<file path="src/sv/blsl_pkg.sv">
// ----------------------------------------------------------------------------
// blsl_pkg
// types and constants shared by the bounded sequential list
// ----------------------------------------------------------------------------
`default_nettype none

package blsl_pkg;

	localparam int unsigned OP_W     = 3;
	localparam int unsigned POS_W    = 7;
	localparam int unsigned VAL_W    = 32;
	localparam int unsigned STATUS_W = 3;
	localparam int unsigned FOUND_W  = 6;
	localparam int unsigned COUNT_W  = 7;
	localparam int unsigned Q_DEPTH  = 2;

	typedef enum logic [OP_W-1:0] {
		OP_PUSH   = 3'd0,
		OP_POP    = 3'd1,
		OP_INSERT = 3'd2,
		OP_ERASE  = 3'd3,
		OP_FIND   = 3'd4,
		OP_CLEAR  = 3'd5
	} op_t;

	typedef enum logic [STATUS_W-1:0] {
		ST_OK       = 3'd0,
		ST_FULL     = 3'd1,
		ST_EMPTY    = 3'd2,
		ST_BADPOS   = 3'd3,
		ST_NOTFOUND = 3'd4
	} status_t;

	// decoded command class
	typedef enum logic [2:0] {
		K_PUSH,
		K_POP,
		K_INSERT,
		K_ERASE,
		K_FIND,
		K_CLEAR,
		K_NOP
	} kind_t;

	typedef struct packed {
		kind_t                    kind;
		logic [POS_W-1:0]         position;
		logic signed [VAL_W-1:0]  value;
	} cmd_t;

endpackage

`default_nettype wire

</file>
<file path="src/sv/blsl_ifs.sv">
// ----------------------------------------------------------------------------
// blsl interfaces
// request and response channels of the bounded sequential list
// ----------------------------------------------------------------------------
`default_nettype none

interface blsl_cmd_if;
	logic                                 valid;
	logic                                 ready;
	logic [blsl_pkg::OP_W-1:0]            operation;
	logic [blsl_pkg::POS_W-1:0]           position;
	logic signed [blsl_pkg::VAL_W-1:0]    value;

	modport source (output valid, output operation, output position, output value,
		input ready);
	modport sink (input valid, input operation, input position, input value,
		output ready);
endinterface

interface blsl_rsp_if;
	logic                                 valid;
	logic                                 ready;
	logic [blsl_pkg::STATUS_W-1:0]        status;
	logic [blsl_pkg::FOUND_W-1:0]         found_index;
	logic [blsl_pkg::COUNT_W-1:0]         count;

	modport source (output valid, output status, output found_index, output count,
		input ready);
	modport sink (input valid, input status, input found_index, input count,
		output ready);
endinterface

`default_nettype wire

</file>
<file path="src/sv/bounded_sequential_list.sv">
// ----------------------------------------------------------------------------
// bounded_sequential_list
// bounded ordered list of signed 32-bit entries with a live count
// ----------------------------------------------------------------------------
//
//   channel  dir  handshake    payload
//   cmd      in   valid/ready  operation[2:0] position[6:0] value[31:0]
//   rsp      out  valid/ready  status[2:0] found_index[5:0] count[6:0]
//
// push, pop, clear, unused codes, every rejected request and insert at the end
// finish in the idle state of the back end; insert inside the list moves entries
// up from the last one to position, then writes the value; erase moves those above
// position down, find scans from entry 0: each walk step moves or compares one entry
// a request passes a front register and a two-entry queue before execution
// reset clears the count, state and response valid, the entry ram is not swept
// while a response waits for rsp.ready the front keeps taking requests until
// the queue and the front register are full
//
`default_nettype none

module bounded_sequential_list #(
	parameter int unsigned CAPACITY = 64
) (
	input  wire logic   clk,
	input  wire logic   arst_n,
	blsl_cmd_if.sink    cmd,
	blsl_rsp_if.source  rsp
);
	import blsl_pkg::*;

	// front to queue
	logic dec_valid;
	cmd_t dec_cmd;
	logic dec_ready;

	// queue to back
	logic q_valid;
	cmd_t q_cmd;
	logic q_pop;

	// decode operation codes into command classes
	blsl_front u_front (
		.clk       (clk),
		.arst_n    (arst_n),
		.cmd       (cmd),
		.dec_valid (dec_valid),
		.dec_cmd   (dec_cmd),
		.dec_ready (dec_ready)
	);

	// decouples request intake from the ram walks
	blsl_queue u_queue (
		.clk        (clk),
		.arst_n     (arst_n),
		.push_valid (dec_valid),
		.push_cmd   (dec_cmd),
		.push_ready (dec_ready),
		.pop_valid  (q_valid),
		.pop_cmd    (q_cmd),
		.pop_ready  (q_pop)
	);

	// executes commands, owns the entry ram, count and response register
	blsl_back #(
		.CAPACITY (CAPACITY)
	) u_back (
		.clk     (clk),
		.arst_n  (arst_n),
		.q_valid (q_valid),
		.q_cmd   (q_cmd),
		.q_pop   (q_pop),
		.rsp     (rsp)
	);

endmodule

`default_nettype wire

</file>
<file path="src/sv/blsl_ram.sv">
// ----------------------------------------------------------------------------
// blsl_ram
// generic single write port ram with one registered read port
// ----------------------------------------------------------------------------
`default_nettype none

module blsl_ram #(
	parameter int unsigned WIDTH = 32,
	parameter int unsigned DEPTH = 64
) (
	input  wire logic                       clk,
	input  wire logic                       we,
	input  wire logic [$clog2(DEPTH)-1:0]   waddr,
	input  wire logic [WIDTH-1:0]           wdata,
	input  wire logic [$clog2(DEPTH)-1:0]   raddr,
	output logic      [WIDTH-1:0]           rdata
);

	logic [WIDTH-1:0] mem_q [DEPTH];

	always_ff @(posedge clk) begin
		if (we) begin
			mem_q[waddr] <= wdata;
		end
		rdata <= mem_q[raddr];
	end

endmodule

`default_nettype wire

</file>
<file path="src/sv/blsl_front.sv">
// ----------------------------------------------------------------------------
// blsl_front
// accepts requests and decodes the operation into a command class
// ----------------------------------------------------------------------------
`default_nettype none

module blsl_front (
	input  wire logic            clk,
	input  wire logic            arst_n,
	blsl_cmd_if.sink             cmd,
	output logic                 dec_valid,
	output blsl_pkg::cmd_t       dec_cmd,
	input  wire logic            dec_ready
);
	import blsl_pkg::*;

	logic  valid_s1;
	cmd_t  cmd_s1;
	kind_t kind;

	always_comb begin
		unique case (cmd.operation)
			OP_PUSH:   kind = K_PUSH;
			OP_POP:    kind = K_POP;
			OP_INSERT: kind = K_INSERT;
			OP_ERASE:  kind = K_ERASE;
			OP_FIND:   kind = K_FIND;
			OP_CLEAR:  kind = K_CLEAR;
			default:   kind = K_NOP;
		endcase
	end

	assign cmd.ready = !valid_s1 || dec_ready;

	always_ff @(posedge clk or negedge arst_n) begin
		if (!arst_n) begin
			valid_s1 <= 1'b0;
		end else if (cmd.ready) begin
			valid_s1 <= cmd.valid;
		end
	end

	always_ff @(posedge clk) begin
		if (cmd.ready && cmd.valid) begin
			cmd_s1.kind     <= kind;
			cmd_s1.position <= cmd.position;
			cmd_s1.value    <= cmd.value;
		end
	end

	assign dec_valid = valid_s1;
	assign dec_cmd   = cmd_s1;

endmodule

`default_nettype wire

</file>
<file path="src/sv/blsl_queue.sv">
// ----------------------------------------------------------------------------
// blsl_queue
// short command queue between front and back
// ----------------------------------------------------------------------------
`default_nettype none

module blsl_queue (
	input  wire logic            clk,
	input  wire logic            arst_n,
	input  wire logic            push_valid,
	input  wire blsl_pkg::cmd_t  push_cmd,
	output logic                 push_ready,
	output logic                 pop_valid,
	output blsl_pkg::cmd_t       pop_cmd,
	input  wire logic            pop_ready
);
	import blsl_pkg::*;

	localparam int unsigned PW = (Q_DEPTH > 1) ? $clog2(Q_DEPTH) : 1;
	localparam int unsigned CW = $clog2(Q_DEPTH + 1);

	cmd_t          slot_q [Q_DEPTH];
	logic [PW-1:0] wr_ptr_q;
	logic [PW-1:0] rd_ptr_q;
	logic [CW-1:0] fill_q;
	logic          do_push;
	logic          do_pop;

	assign push_ready = (fill_q != CW'(Q_DEPTH));
	assign pop_valid  = (fill_q != '0);
	assign pop_cmd    = slot_q[rd_ptr_q];
	assign do_push    = push_valid && push_ready;
	assign do_pop     = pop_valid && pop_ready;

	always_ff @(posedge clk or negedge arst_n) begin
		if (!arst_n) begin
			wr_ptr_q <= '0;
			rd_ptr_q <= '0;
			fill_q   <= '0;
		end else begin
			if (do_push) begin
				wr_ptr_q <= (wr_ptr_q == PW'(Q_DEPTH - 1)) ? '0 : wr_ptr_q + 1'b1;
			end
			if (do_pop) begin
				rd_ptr_q <= (rd_ptr_q == PW'(Q_DEPTH - 1)) ? '0 : rd_ptr_q + 1'b1;
			end
			if (do_push && !do_pop) begin
				fill_q <= fill_q + 1'b1;
			end else if (do_pop && !do_push) begin
				fill_q <= fill_q - 1'b1;
			end
		end
	end

	always_ff @(posedge clk) begin
		if (do_push) begin
			slot_q[wr_ptr_q] <= push_cmd;
		end
	end

endmodule

`default_nettype wire

</file>
<file path="src/sv/blsl_back.sv">
// ----------------------------------------------------------------------------
// blsl_back
// executes list commands against the entry ram and holds the count
// ----------------------------------------------------------------------------
`default_nettype none

module blsl_back #(
	parameter int unsigned CAPACITY = 64
) (
	input  wire logic            clk,
	input  wire logic            arst_n,
	input  wire logic            q_valid,
	input  wire blsl_pkg::cmd_t  q_cmd,
	output logic                 q_pop,
	blsl_rsp_if.source           rsp
);
	import blsl_pkg::*;

	localparam int unsigned AW  = $clog2(CAPACITY);
	localparam int unsigned CW  = $clog2(CAPACITY + 1);
	localparam int unsigned PXW = (CW > POS_W) ? CW : POS_W;
	localparam int unsigned FXW = (AW > FOUND_W) ? AW : FOUND_W;
	localparam int unsigned CXW = (CW > COUNT_W) ? CW : COUNT_W;

	typedef enum logic [4:0] {
		S_IDLE = 5'b00001,
		S_UP   = 5'b00010,
		S_PUT  = 5'b00100,
		S_DOWN = 5'b01000,
		S_FIND = 5'b10000
	} state_t;

	state_t           state_q, state_d;
	logic [CW-1:0]    cnt_q, cnt_d;
	logic [AW-1:0]    addr_q, addr_d;
	logic [AW-1:0]    pos_q;
	logic [VAL_W-1:0] val_q;

	logic             ram_we;
	logic [AW-1:0]    ram_waddr;
	logic [VAL_W-1:0] ram_wdata;
	logic [AW-1:0]    ram_raddr;
	logic [VAL_W-1:0] ram_rdata;

	logic             take;
	logic             load;
	status_t          ld_status;
	logic [AW-1:0]    ld_found;

	logic [PXW-1:0]   pos_ext;
	logic [PXW-1:0]   cnt_ext;
	logic [CW-1:0]    cnt_m1;
	logic [AW-1:0]    last;
	logic [AW-1:0]    pos_addr;
	logic [FXW-1:0]   found_ext;
	logic [CXW-1:0]   cnt_out_ext;

	logic                rsp_valid_q;
	logic [STATUS_W-1:0] rsp_status_q;
	logic [FOUND_W-1:0]  rsp_found_q;
	logic [COUNT_W-1:0]  rsp_count_q;

	assign pos_ext  = PXW'(q_cmd.position);
	assign cnt_ext  = PXW'(cnt_q);
	assign cnt_m1   = cnt_q - 1'b1;
	assign last     = cnt_m1[AW-1:0];
	assign pos_addr = pos_ext[AW-1:0];

	assign take  = (state_q == S_IDLE) && q_valid && (!rsp_valid_q || rsp.ready);
	assign q_pop = take;

	always_comb begin
		state_d   = state_q;
		cnt_d     = cnt_q;
		addr_d    = addr_q;
		ram_we    = 1'b0;
		ram_waddr = addr_q;
		ram_wdata = ram_rdata;
		ram_raddr = addr_q;
		load      = 1'b0;
		ld_status = ST_OK;
		ld_found  = '0;

		unique case (state_q)
			S_IDLE: begin
				if (take) begin
					case (q_cmd.kind)
						K_PUSH: begin
							load = 1'b1;
							if (cnt_q >= CW'(CAPACITY)) begin
								ld_status = ST_FULL;
							end else begin
								ram_we    = 1'b1;
								ram_waddr = cnt_q[AW-1:0];
								ram_wdata = q_cmd.value;
								cnt_d     = cnt_q + 1'b1;
							end
						end
						K_POP: begin
							load = 1'b1;
							if (cnt_q == '0) begin
								ld_status = ST_EMPTY;
							end else begin
								cnt_d = cnt_m1;
							end
						end
						K_INSERT: begin
							if (cnt_q >= CW'(CAPACITY)) begin
								load      = 1'b1;
								ld_status = ST_FULL;
							end else if (pos_ext > cnt_ext) begin
								load      = 1'b1;
								ld_status = ST_BADPOS;
							end else if (pos_ext == cnt_ext) begin
								// append at the end, nothing to shift
								load      = 1'b1;
								ram_we    = 1'b1;
								ram_waddr = pos_addr;
								ram_wdata = q_cmd.value;
								cnt_d     = cnt_q + 1'b1;
							end else begin
								ram_raddr = last;
								addr_d    = last;
								state_d   = S_UP;
							end
						end
						K_ERASE: begin
							if (cnt_q == '0) begin
								load      = 1'b1;
								ld_status = ST_EMPTY;
							end else if (pos_ext >= cnt_ext) begin
								load      = 1'b1;
								ld_status = ST_BADPOS;
							end else if (pos_addr == last) begin
								// last entry, only the count moves
								load  = 1'b1;
								cnt_d = cnt_m1;
							end else begin
								ram_raddr = pos_addr + 1'b1;
								addr_d    = pos_addr + 1'b1;
								state_d   = S_DOWN;
							end
						end
						K_FIND: begin
							if (cnt_q == '0) begin
								load      = 1'b1;
								ld_status = ST_NOTFOUND;
							end else begin
								ram_raddr = '0;
								addr_d    = '0;
								state_d   = S_FIND;
							end
						end
						K_CLEAR: begin
							load  = 1'b1;
							cnt_d = '0;
						end
						default: begin
							load = 1'b1;
						end
					endcase
				end
			end
			S_UP: begin
				// move entry addr_q one place up, read the one below
				ram_we    = 1'b1;
				ram_waddr = addr_q + 1'b1;
				if (addr_q == pos_q) begin
					state_d = S_PUT;
				end else begin
					ram_raddr = addr_q - 1'b1;
					addr_d    = addr_q - 1'b1;
				end
			end
			S_PUT: begin
				ram_we    = 1'b1;
				ram_waddr = pos_q;
				ram_wdata = val_q;
				cnt_d     = cnt_q + 1'b1;
				load      = 1'b1;
				state_d   = S_IDLE;
			end
			S_DOWN: begin
				// move entry addr_q one place down
				ram_we    = 1'b1;
				ram_waddr = addr_q - 1'b1;
				if (addr_q == last) begin
					cnt_d   = cnt_m1;
					load    = 1'b1;
					state_d = S_IDLE;
				end else begin
					ram_raddr = addr_q + 1'b1;
					addr_d    = addr_q + 1'b1;
				end
			end
			S_FIND: begin
				if (ram_rdata == val_q) begin
					load     = 1'b1;
					ld_found = addr_q;
					state_d  = S_IDLE;
				end else if (addr_q == last) begin
					load      = 1'b1;
					ld_status = ST_NOTFOUND;
					state_d   = S_IDLE;
				end else begin
					ram_raddr = addr_q + 1'b1;
					addr_d    = addr_q + 1'b1;
				end
			end
			default: begin
				state_d = S_IDLE;
			end
		endcase
	end

	assign found_ext   = FXW'(ld_found);
	assign cnt_out_ext = CXW'(cnt_d);

	always_ff @(posedge clk or negedge arst_n) begin
		if (!arst_n) begin
			state_q     <= S_IDLE;
			cnt_q       <= '0;
			rsp_valid_q <= 1'b0;
		end else begin
			state_q <= state_d;
			cnt_q   <= cnt_d;
			if (load) begin
				rsp_valid_q <= 1'b1;
			end else if (rsp.ready) begin
				rsp_valid_q <= 1'b0;
			end
		end
	end

	always_ff @(posedge clk) begin
		addr_q <= addr_d;
		if (take) begin
			pos_q <= pos_addr;
			val_q <= q_cmd.value;
		end
		if (load) begin
			rsp_status_q <= ld_status;
			rsp_found_q  <= found_ext[FOUND_W-1:0];
			rsp_count_q  <= cnt_out_ext[COUNT_W-1:0];
		end
	end

	assign rsp.valid       = rsp_valid_q;
	assign rsp.status      = rsp_status_q;
	assign rsp.found_index = rsp_found_q;
	assign rsp.count       = rsp_count_q;

	blsl_ram #(
		.WIDTH (VAL_W),
		.DEPTH (CAPACITY)
	) u_ram (
		.clk   (clk),
		.we    (ram_we),
		.waddr (ram_waddr),
		.wdata (ram_wdata),
		.raddr (ram_raddr),
		.rdata (ram_rdata)
	);

`ifndef SYNTH
	a_count_bound: assert property (@(posedge clk) disable iff (!arst_n)
		cnt_q <= CW'(CAPACITY))
		else $error("entry count above capacity");

	a_busy_no_rsp: assert property (@(posedge clk) disable iff (!arst_n)
		(state_q != S_IDLE) |-> !rsp_valid_q)
		else $error("response pending while a walk is running");

	a_walk_in_range: assert property (@(posedge clk) disable iff (!arst_n)
		(state_q == S_FIND || state_q == S_DOWN || state_q == S_UP)
		|-> (CW'(addr_q) < cnt_q))
		else $error("walk address beyond live entries");

	a_walk_ends_rsp: assert property (@(posedge clk) disable iff (!arst_n)
		(state_q != S_IDLE && state_d == S_IDLE) |=> rsp_valid_q)
		else $error("walk finished without a response");
`endif

endmodule

`default_nettype wire
</file>
<file path="src/flat_wrapper.sv">
// flat-port wrapper written by rule: the top's interface ports become plain ports
module bounded_sequential_list_flat import blsl_pkg::*;
#(
	parameter int unsigned CAPACITY = 64
)
  (clk, arst_n, cmd_valid, cmd_operation, cmd_position, cmd_value, cmd_ready, rsp_valid, rsp_status, rsp_found_index, rsp_count, rsp_ready);
  blsl_cmd_if cmd_i ();
  blsl_rsp_if rsp_i ();
  input  wire logic clk;
  input  wire logic arst_n;
  input wire logic [$bits(cmd_i.valid)-1:0] cmd_valid;
  input wire logic [$bits(cmd_i.operation)-1:0] cmd_operation;
  input wire logic [$bits(cmd_i.position)-1:0] cmd_position;
  input wire logic [$bits(cmd_i.value)-1:0] cmd_value;
  output wire logic [$bits(cmd_i.ready)-1:0] cmd_ready;
  output wire logic [$bits(rsp_i.valid)-1:0] rsp_valid;
  output wire logic [$bits(rsp_i.status)-1:0] rsp_status;
  output wire logic [$bits(rsp_i.found_index)-1:0] rsp_found_index;
  output wire logic [$bits(rsp_i.count)-1:0] rsp_count;
  input wire logic [$bits(rsp_i.ready)-1:0] rsp_ready;
  assign cmd_i.valid = cmd_valid;
  assign cmd_i.operation = cmd_operation;
  assign cmd_i.position = cmd_position;
  assign cmd_i.value = cmd_value;
  assign cmd_ready = cmd_i.ready;
  assign rsp_valid = rsp_i.valid;
  assign rsp_status = rsp_i.status;
  assign rsp_found_index = rsp_i.found_index;
  assign rsp_count = rsp_i.count;
  assign rsp_i.ready = rsp_ready;
  bounded_sequential_list #(.CAPACITY(CAPACITY)) u_core (.clk(clk), .arst_n(arst_n), .cmd(cmd_i), .rsp(rsp_i));
endmodule
</file>
<file path="config.mk">
export PLATFORM = sky130hd
export DESIGN_NAME = bounded_sequential_list_flat
export DESIGN_NICKNAME = d
export VERILOG_FILES = /design/src/sv/blsl_pkg.sv /design/src/sv/blsl_ifs.sv /design/src/sv/bounded_sequential_list.sv /design/src/sv/blsl_ram.sv /design/src/sv/blsl_front.sv /design/src/sv/blsl_queue.sv /design/src/sv/blsl_back.sv /design/src/flat_wrapper.sv
export SDC_FILE = /design/constraint.sdc
export NUM_CORES = 2
export LEC_CHECK = 0
export ABC_CLOCK_PERIOD_IN_PS = 8400
export BUFFER_PORTS_ARGS = -buffer_cell sky130_fd_sc_hd__clkbuf_2
export CORE_MARGIN = 5
export CORE_UTILIZATION = 45
export DETAILED_ROUTE_END_ITERATION = 10
export GPL_ROUTABILITY_DRIVEN = 0
export GPL_TIMING_DRIVEN = 1
export MAX_ROUTING_LAYER = met4
export PLACE_DENSITY = 0.66
export SLEW_MARGIN = 25
export SYNTH_ARGS = -nofsm -noshare
export SYNTH_HDL_FRONTEND = slang
export SYNTH_SLANG_ARGS = --single-unit
</file>
<file path="constraint.sdc">
create_clock -name clk -period 8.4 [get_ports clk]
set_input_delay 1.68 -clock clk [delete_from_list [all_inputs] [get_ports clk]]
set_output_delay 1.68 -clock clk [all_outputs]
set_load 0.01 [all_outputs]
</file>
; ---- Yosys cells after proc, flatten, opt, wreduce, memory -nomap -nowiden
; Memory sizes are Yosys's and may differ from the RTL's. A register that Yosys moved wholly into a read port is not among the register bits.
; Cells that the tools add are included.
[word_totals]
n_memories = 2
inputBits = 46
wordCells = 176
out_inout_bits = 18
mem_bits_rw = 2132
register_bits = 120
[mem_list]
columns = memory, depth, width, read_ports, rd_ports_with_merged_regs, wr, line_no
row1 = u_core.u_back.u_ram.mem_q, 64, 32, 1, 1, 1, blsl_ram.sv:19  ; logic [WIDTH-1:0] mem_q [DEPTH];
row2 = u_core.u_queue.slot_q, 2, 42, 1, 0, 1, blsl_queue.sv:22  ; cmd_t slot_q [Q_DEPTH];
[classes]
add_sub_neg = 9
magnitude_cmp = 3
eq_ne = 31
reduce_logical = 22
mux = 93
[op_table]
columns = cell, n
row1 = 32-bit 2-to-1 mux, 5
row2 = 32-bit case mux with 2 select lines, 2
row3 = 6-bit 2-to-1 mux, 16
row4 = 7-bit 2-to-1 mux, 10
row5 = 5-bit 2-to-1 mux, 11
row6 = 6-bit case mux with 4 select lines, 2
row7 = 7-bit case mux with 5 select lines, 1
row8 = 32-bit == test, 1
row9 = 1-bit 2-to-1 mux, 23
row10 = 3-bit != test (second input constant), 7
row11 = 7-bit case mux with 3 select lines, 1
row12 = 5-bit case mux with 4 select lines, 1
row13 = 6-bit == test, 3
row14 = 3-bit case mux with 6 select lines, 1
row15 = 6-bit case mux with 3 select lines, 1
row16 = 3-bit case mux with 5 select lines, 1
row17 = 5-bit case mux with 3 select lines, 1
row18 = 2-bit 2-to-1 mux, 7
row19 = 6-bit by 1-bit adder with 6-bit output (second input constant), 2
row20 = 3-bit by 2-bit == test with 1-bit output (second input constant), 4
row21 = 3-bit == test (second input constant), 4
row22 = 3-bit 2-to-1 mux, 4
row23 = 6-bit case mux with 2 select lines, 1
row24 = 10-bit AND reduction, 1
row25 = other kinds (31), 48

; ---- Depth between registers and ports, before layout
; An unclocked memory read counts as a cell.
[depth]
depth_word = 10
mapped_depth = 23
mapped_depth_nobuf = 16

; ---- Hierarchy
; Synthesis repeated with hierarchy kept, for this count alone.
[hier_totals]
cells_unflattened = 4321
area_unflattened_um2 = 89344.4
[modules_own_cells]
columns = module, seq_area_each_um2, area_per_inst_um2, instances, cells_per_inst
row1 = blsl_ram, 62139.6, 79039.6, 1, 3511
row2 = blsl_back, 2068.2, 5547.8, 1, 612
row3 = blsl_queue, 2622.5, 3427.0, 1, 149
row4 = blsl_front, 1286.2, 1330.0, 1, 49

; ---- Least setup slack after synthesis
; No wires, ideal clock.
[synth_timing]
kind = input port to flip-flop
start = input rsp_ready
end = memory u_core.u_back.u_ram.mem_q[17][0] (enable)
arrival_ns = 5.781
path_slack_ns = 2.197
t_required_ns = 7.979
path_stages = 10
setup_time_ns = 0.421
n_path_buf = 0
cell_sequence = nand2b_1 -> o2111ai_1 -> clkinv_1 -> nand3_1 -> a21oi_1 -> a21oi_1 -> a221oi_1 -> nor2b_1 -> nand3_1 -> nor2_1
[synth_via]
elab_chain_len = 6
word_cells_on_any_way = 8
classes_between = mux (6) / reduce/logical (2)
[synth_lines]
columns = element, line_no
row1 = start: declaration, flat_wrapper.sv:20  ; input wire logic [$bits(rsp_i.ready)-1:0] rsp_ready;
row2 = 1-bit logical OR (*), blsl_back.sv:69  ; assign take = (state_q == S_IDLE) && q_valid && (!rsp_valid_q || rsp.ready);
row3 = 1-bit logical AND (*), blsl_back.sv:69
row4 = net u_core.q_pop, bounded_sequential_list.sv:39  ; logic q_pop;
row5 = 1-bit 2-to-1 mux, blsl_back.sv:86  ; if (take) begin
row6 = 1-bit case mux with 2 select lines, blsl_back.sv:84  ; unique case (state_q)
row7 = 1-bit 2-to-1 mux, blsl_ram.sv:22  ; if (we) begin
row8 = 1-bit 2-to-1 mux (implied by the code), blsl_ram.sv:23  ; mem_q[waddr] <= wdata;
row9 = end: declaration, blsl_ram.sv:19
; Mark *: on every way through the listed nets, which the timed path passes. The rest lies on a longest branch.

==> results.py <==
metrics = {
    "sta": {
        "clock_skew_ns": 0.0466,
        "tightestPinTransition_ns": 1.22,
        "report.final.hold_viol_count": 0,
        "slew_headroom_pct": 18.1,
        "timing.final.setup_violations": 0,
        "maxClockFrequency_ghz": 0.141,
        "finalWorstPathRequiredPeriod_ns": 7.09,
        "final_max_slew_viol_count": 0,
        "grt_setup_unrepaired": "no",
        "min_period_over_period_pct": 84.4,
        "totalNegativeSetupSlack_ns": 0,
    },
    "cts": {
        "clk_path_buf_depth": 3,
        "clock-sinks": 2284,
        "clkSlewWorstSetupHoldPaths_ns": 0.07,
        "postCtsSetupBuffers": 0,
        "numCtsBuffers": 219,
        "level_count_of_the_clock_h_tree": 4,
        "post_cts_resize_count": 0,
        "clock_insertion_delay_worst_skew_ns": 0.87,
        "tritoncts": "built",
        "ctsHoldBuffers": 0,
        "clk_root_buffer_cell": "sky130_fd_sc_hd__clkbuf_16",
    },
    "synthesis": {
        "syn_inst": 6886,
        "synth.ff_latch_count": 2284,
        "synth_enable_flop_cells": 2228,
        "synthesis.yosys.warnings": 0,
        "ys.flop_type": "sky130_fd_sc_hd__edfxtp_1",
        "synth_fp_nets": 6946,
        "synth_async_sr_flop_share_pct": 0.788,
        "yosys.area.top_type_share_pct": 73.1,
        "seq_area_frac_synth_pct": 74.4,
        "avgSynthCellArea_sq_um": 13.3,
        "synth.lib_cells_used.distinct": 81,
        "synth_area_leaders": "sky130_fd_sc_hd__edfxtp_1 73%, sky130_fd_sc_hd__nand2_1 7.4%, sky130_fd_sc_hd__nand3_1 3.7%",
        "synth_largest_area_cell": "sky130_fd_sc_hd__edfxtp_1",
        "netlist_area_pre_place_sq_um": 91500,
    },
    "global_route": {
        "overflow_after_grt": 0,
        "grt_start_max_net_pins": 208,
        "wire_length_of_the_first_global_routing_pass_microns": 391000,
        "first_global_vias": 56200,
        "globalRouteTotalUtil_pct": 25.6,
        "grt_antenna_before_repair": 23,
    },
    "place": {
        "dpl.hpwl_microns": 154000,
        "port_buffers": 63,
    },
    "detailed_routing": {
        "detail_route.drc_violations": 1,
        "postRouteWirelength_microns": 271000,
        "drt_first_iter_violations": 9166,
        "detailedRoute.firstPassIterationCount": 10,
        "via_count": 60000,
        "drt.antenna.violating_nets": 0,
        "post_drt_wl_per_cell_microns": 27.5,
        "viasPerCell": 6.11,
    },
    "outcome": {
        "run_status": "finished with violations",
        "violations": "design-rule violations",
    },
    "floorplanning": {
        "die_area_sq_um": 212000,
        "ios": 64,
        "die_y_microns": 461,
        "initial_core_util_pct": 45.2,
        "die_width_microns": 461,
        "core_region_area_sq_um": 202000,
        "placementRows": 165,
    },
    "worst_setup_path": {
        "crit_path_start_kind": "flop",
        "cp_max_fo": 52,
        "critPathCaptureType": "flop",
        "critPathKind": "reg2reg",
        "cp.arrival_ns": 7.89,
        "setup.reg_to_reg.worst_slack_ns": 1.31,
        "critical_path_required_ns": 9.20,
    },
    "layout": {
        "synthToLayoutAreaGrowth_pct": 12.6,
        "drive_gt1_share_pct": 11.3,
        "nNetsFinal": 7001,
    },
    "hold_path": {
        "min-delay-path-class": "reg2reg",
    },
    "flow_run": {
        "timing.max_cap.violations": 0,
    },
}
[cells by family (layout without fill, tap and decap cells)]
family                     count (synthesis)  in the layout  synth area share, %
adders and majority gates                 14             14                0.191
DFF                                     2284           2284                 74.4
AOI/OAI and AO/OA                        990            990                 7.48
xor gates and xnor gates                  68             68                0.681
buffers and inverters                    492            735                 2.33
other                                      0             23                    0
muxes                                     46             46                0.559
and+or+nand+nor                         2992           2992                 14.3
[metrics by stage]
step | util, % | instance area [sq um] | std cells | setup slack (ns) | hold WS, ns
finish | 50.9 | 103000 | 9824 | 1.31 | 0.447
global route | 50.9 | 103000 | 9821 | 1.17 | 0.456
CTS | 50.9 | 103000 | 9800 | 1.46 | 0.444
detailed placement | 47.4 | 96000 | 9391 | 1.40 | 0.435
global placement | 47.3 | 95700 | 9378 | 0.386 | 0.423
floorplan | - | 91500 | 6886 | 2.20 | 0.421
[registers in the layout, indices dropped and copies added, names as in the netlist, 7 cells and up]
| signal | flops |
|---|---|
| u_core.u_back.rsp.count | 7 |
| u_core.u_back.u_ram.rdata | 32 |
| u_core.u_queue.slot_q | 84 |
| u_core.u_back.val_q | 32 |
| u_core.u_back.u_ram.mem_q | 2048 |
| u_core.u_front.dec_cmd | 42 |
| u_core.u_back.cnt_ext | 7 |
[path summary, 6_finish.rpt]
kind                                             from                            end  cells after the start
max                           u_core.u_queue.rd_ptr_q  u_core.u_back.u_ram.rdata[27]                     16
max reg2reg                   u_core.u_queue.rd_ptr_q  u_core.u_back.u_ram.rdata[27]                     16
min in group asynchronous                      arst_n       u_core.u_back.state_q[2]                      1
max in group asynchronous                      arst_n        u_core.u_queue.rd_ptr_q                      1
min reg2reg                u_core.u_front.dec_cmd[21]   u_core.u_queue.slot_q[0][21]                      0
min                        u_core.u_front.dec_cmd[21]   u_core.u_queue.slot_q[0][21]                      0
[area by class of cell]
type	count	area [sq um]
Antenna cell	23	57.6
Clock buffer	282	5930
Clock inverter	127	1060
Fill cell	16800	99300
Inverter	24	108
Multi-Input combinational cell	4110	22000
Sequential cell	2284	68100
Tap cell	2672	3340
Timing Repair Buffer	302	2410
[layout by cell type, fill, tap and decap left out, drive strengths merged, types with 17 or more instances in the layout]
| cell type | n |
|---|---|
| edfxtp | 2228 |
| nand2 | 1802 |
| nand3 | 669 |
| clkbuf | 345 |
| a21oi | 285 |
| buf | 239 |
| a211oi | 200 |
| and3 | 198 |
| a31oi | 129 |
| nor2 | 121 |
| clkinv | 101 |
| a311oi | 96 |
| nor4 | 77 |
| a2111oi | 69 |
| xor2 | 43 |
| nor2b | 39 |
| mux2 | 38 |
| dfxtp | 38 |
| o22ai | 38 |
| a221o | 37 |
| o21ai | 34 |
| a21boi | 30 |
| inv | 29 |
| diode | 23 |
| xnor2 | 23 |
| nor3 | 20 |
| dfrtp | 17 |
[Yosys cell counts, types with 18 or more instances]
cell                        number
sky130_fd_sc_hd__a31oi_1       129
sky130_fd_sc_hd__o21ai_0        30
sky130_fd_sc_hd__inv_1          19
sky130_fd_sc_hd__a211oi_1      200
sky130_fd_sc_hd__a311oi_1       96
sky130_fd_sc_hd__xor2_1         43
sky130_fd_sc_hd__mux2_2         38
sky130_fd_sc_hd__buf_1          37
sky130_fd_sc_hd__nor4_1         77
sky130_fd_sc_hd__o22ai_1        38
sky130_fd_sc_hd__nand3_1       669
sky130_fd_sc_hd__dfxtp_1        38
sky130_fd_sc_hd__clkbuf_1      223
sky130_fd_sc_hd__a221o_1        37
sky130_fd_sc_hd__nor3_1         18
sky130_fd_sc_hd__a2111oi_0      67
sky130_fd_sc_hd__edfxtp_1     2228
sky130_fd_sc_hd__nor2_1        120
sky130_fd_sc_hd__buf_2         199
sky130_fd_sc_hd__nor2b_1        39
sky130_fd_sc_hd__a21oi_1       285
sky130_fd_sc_hd__and3_1        198
sky130_fd_sc_hd__nand2_1      1802
sky130_fd_sc_hd__a21boi_0       29
sky130_fd_sc_hd__xnor2_1        23
[metal layers]
metal | global-route usage, % | vias to the layer above | share of wire (%)
li1 | - | 25900 | -
met3 | 5.03 | 599 | 11
met1 | 34.7 | 29800 | 39
met2 | 37.9 | 3696 | 45
met5 | - | - | 0
met4 | 11.2 | 0 | 4.8
[worst max-delay path, cell delays in order (launching register included)]
cell and delay [ns]:
sky130_fd_sc_hd__dfrtp_2 0.73, sky130_fd_sc_hd__mux2i_2 0.44, sky130_fd_sc_hd__inv_1 0.22, sky130_fd_sc_hd__ha_1 0.33
sky130_fd_sc_hd__a21oi_1 0.14, sky130_fd_sc_hd__o21ai_0 0.16, sky130_fd_sc_hd__or2_2 0.39, sky130_fd_sc_hd__or4_1 0.57
sky130_fd_sc_hd__o221ai_1 0.27, sky130_fd_sc_hd__o31ai_1 0.13, sky130_fd_sc_hd__a32o_4 0.41, sky130_fd_sc_hd__inv_4 0.08
sky130_fd_sc_hd__buf_4 0.53, sky130_fd_sc_hd__buf_4 0.72, sky130_fd_sc_hd__a311oi_1 0.39, sky130_fd_sc_hd__nor4_1 1.07
sky130_fd_sc_hd__and3_1 0.28
Power is left out: the tool's default activity adds up to more than one toggle a clock period on the data nets, which glitch-free logic cannot reach.
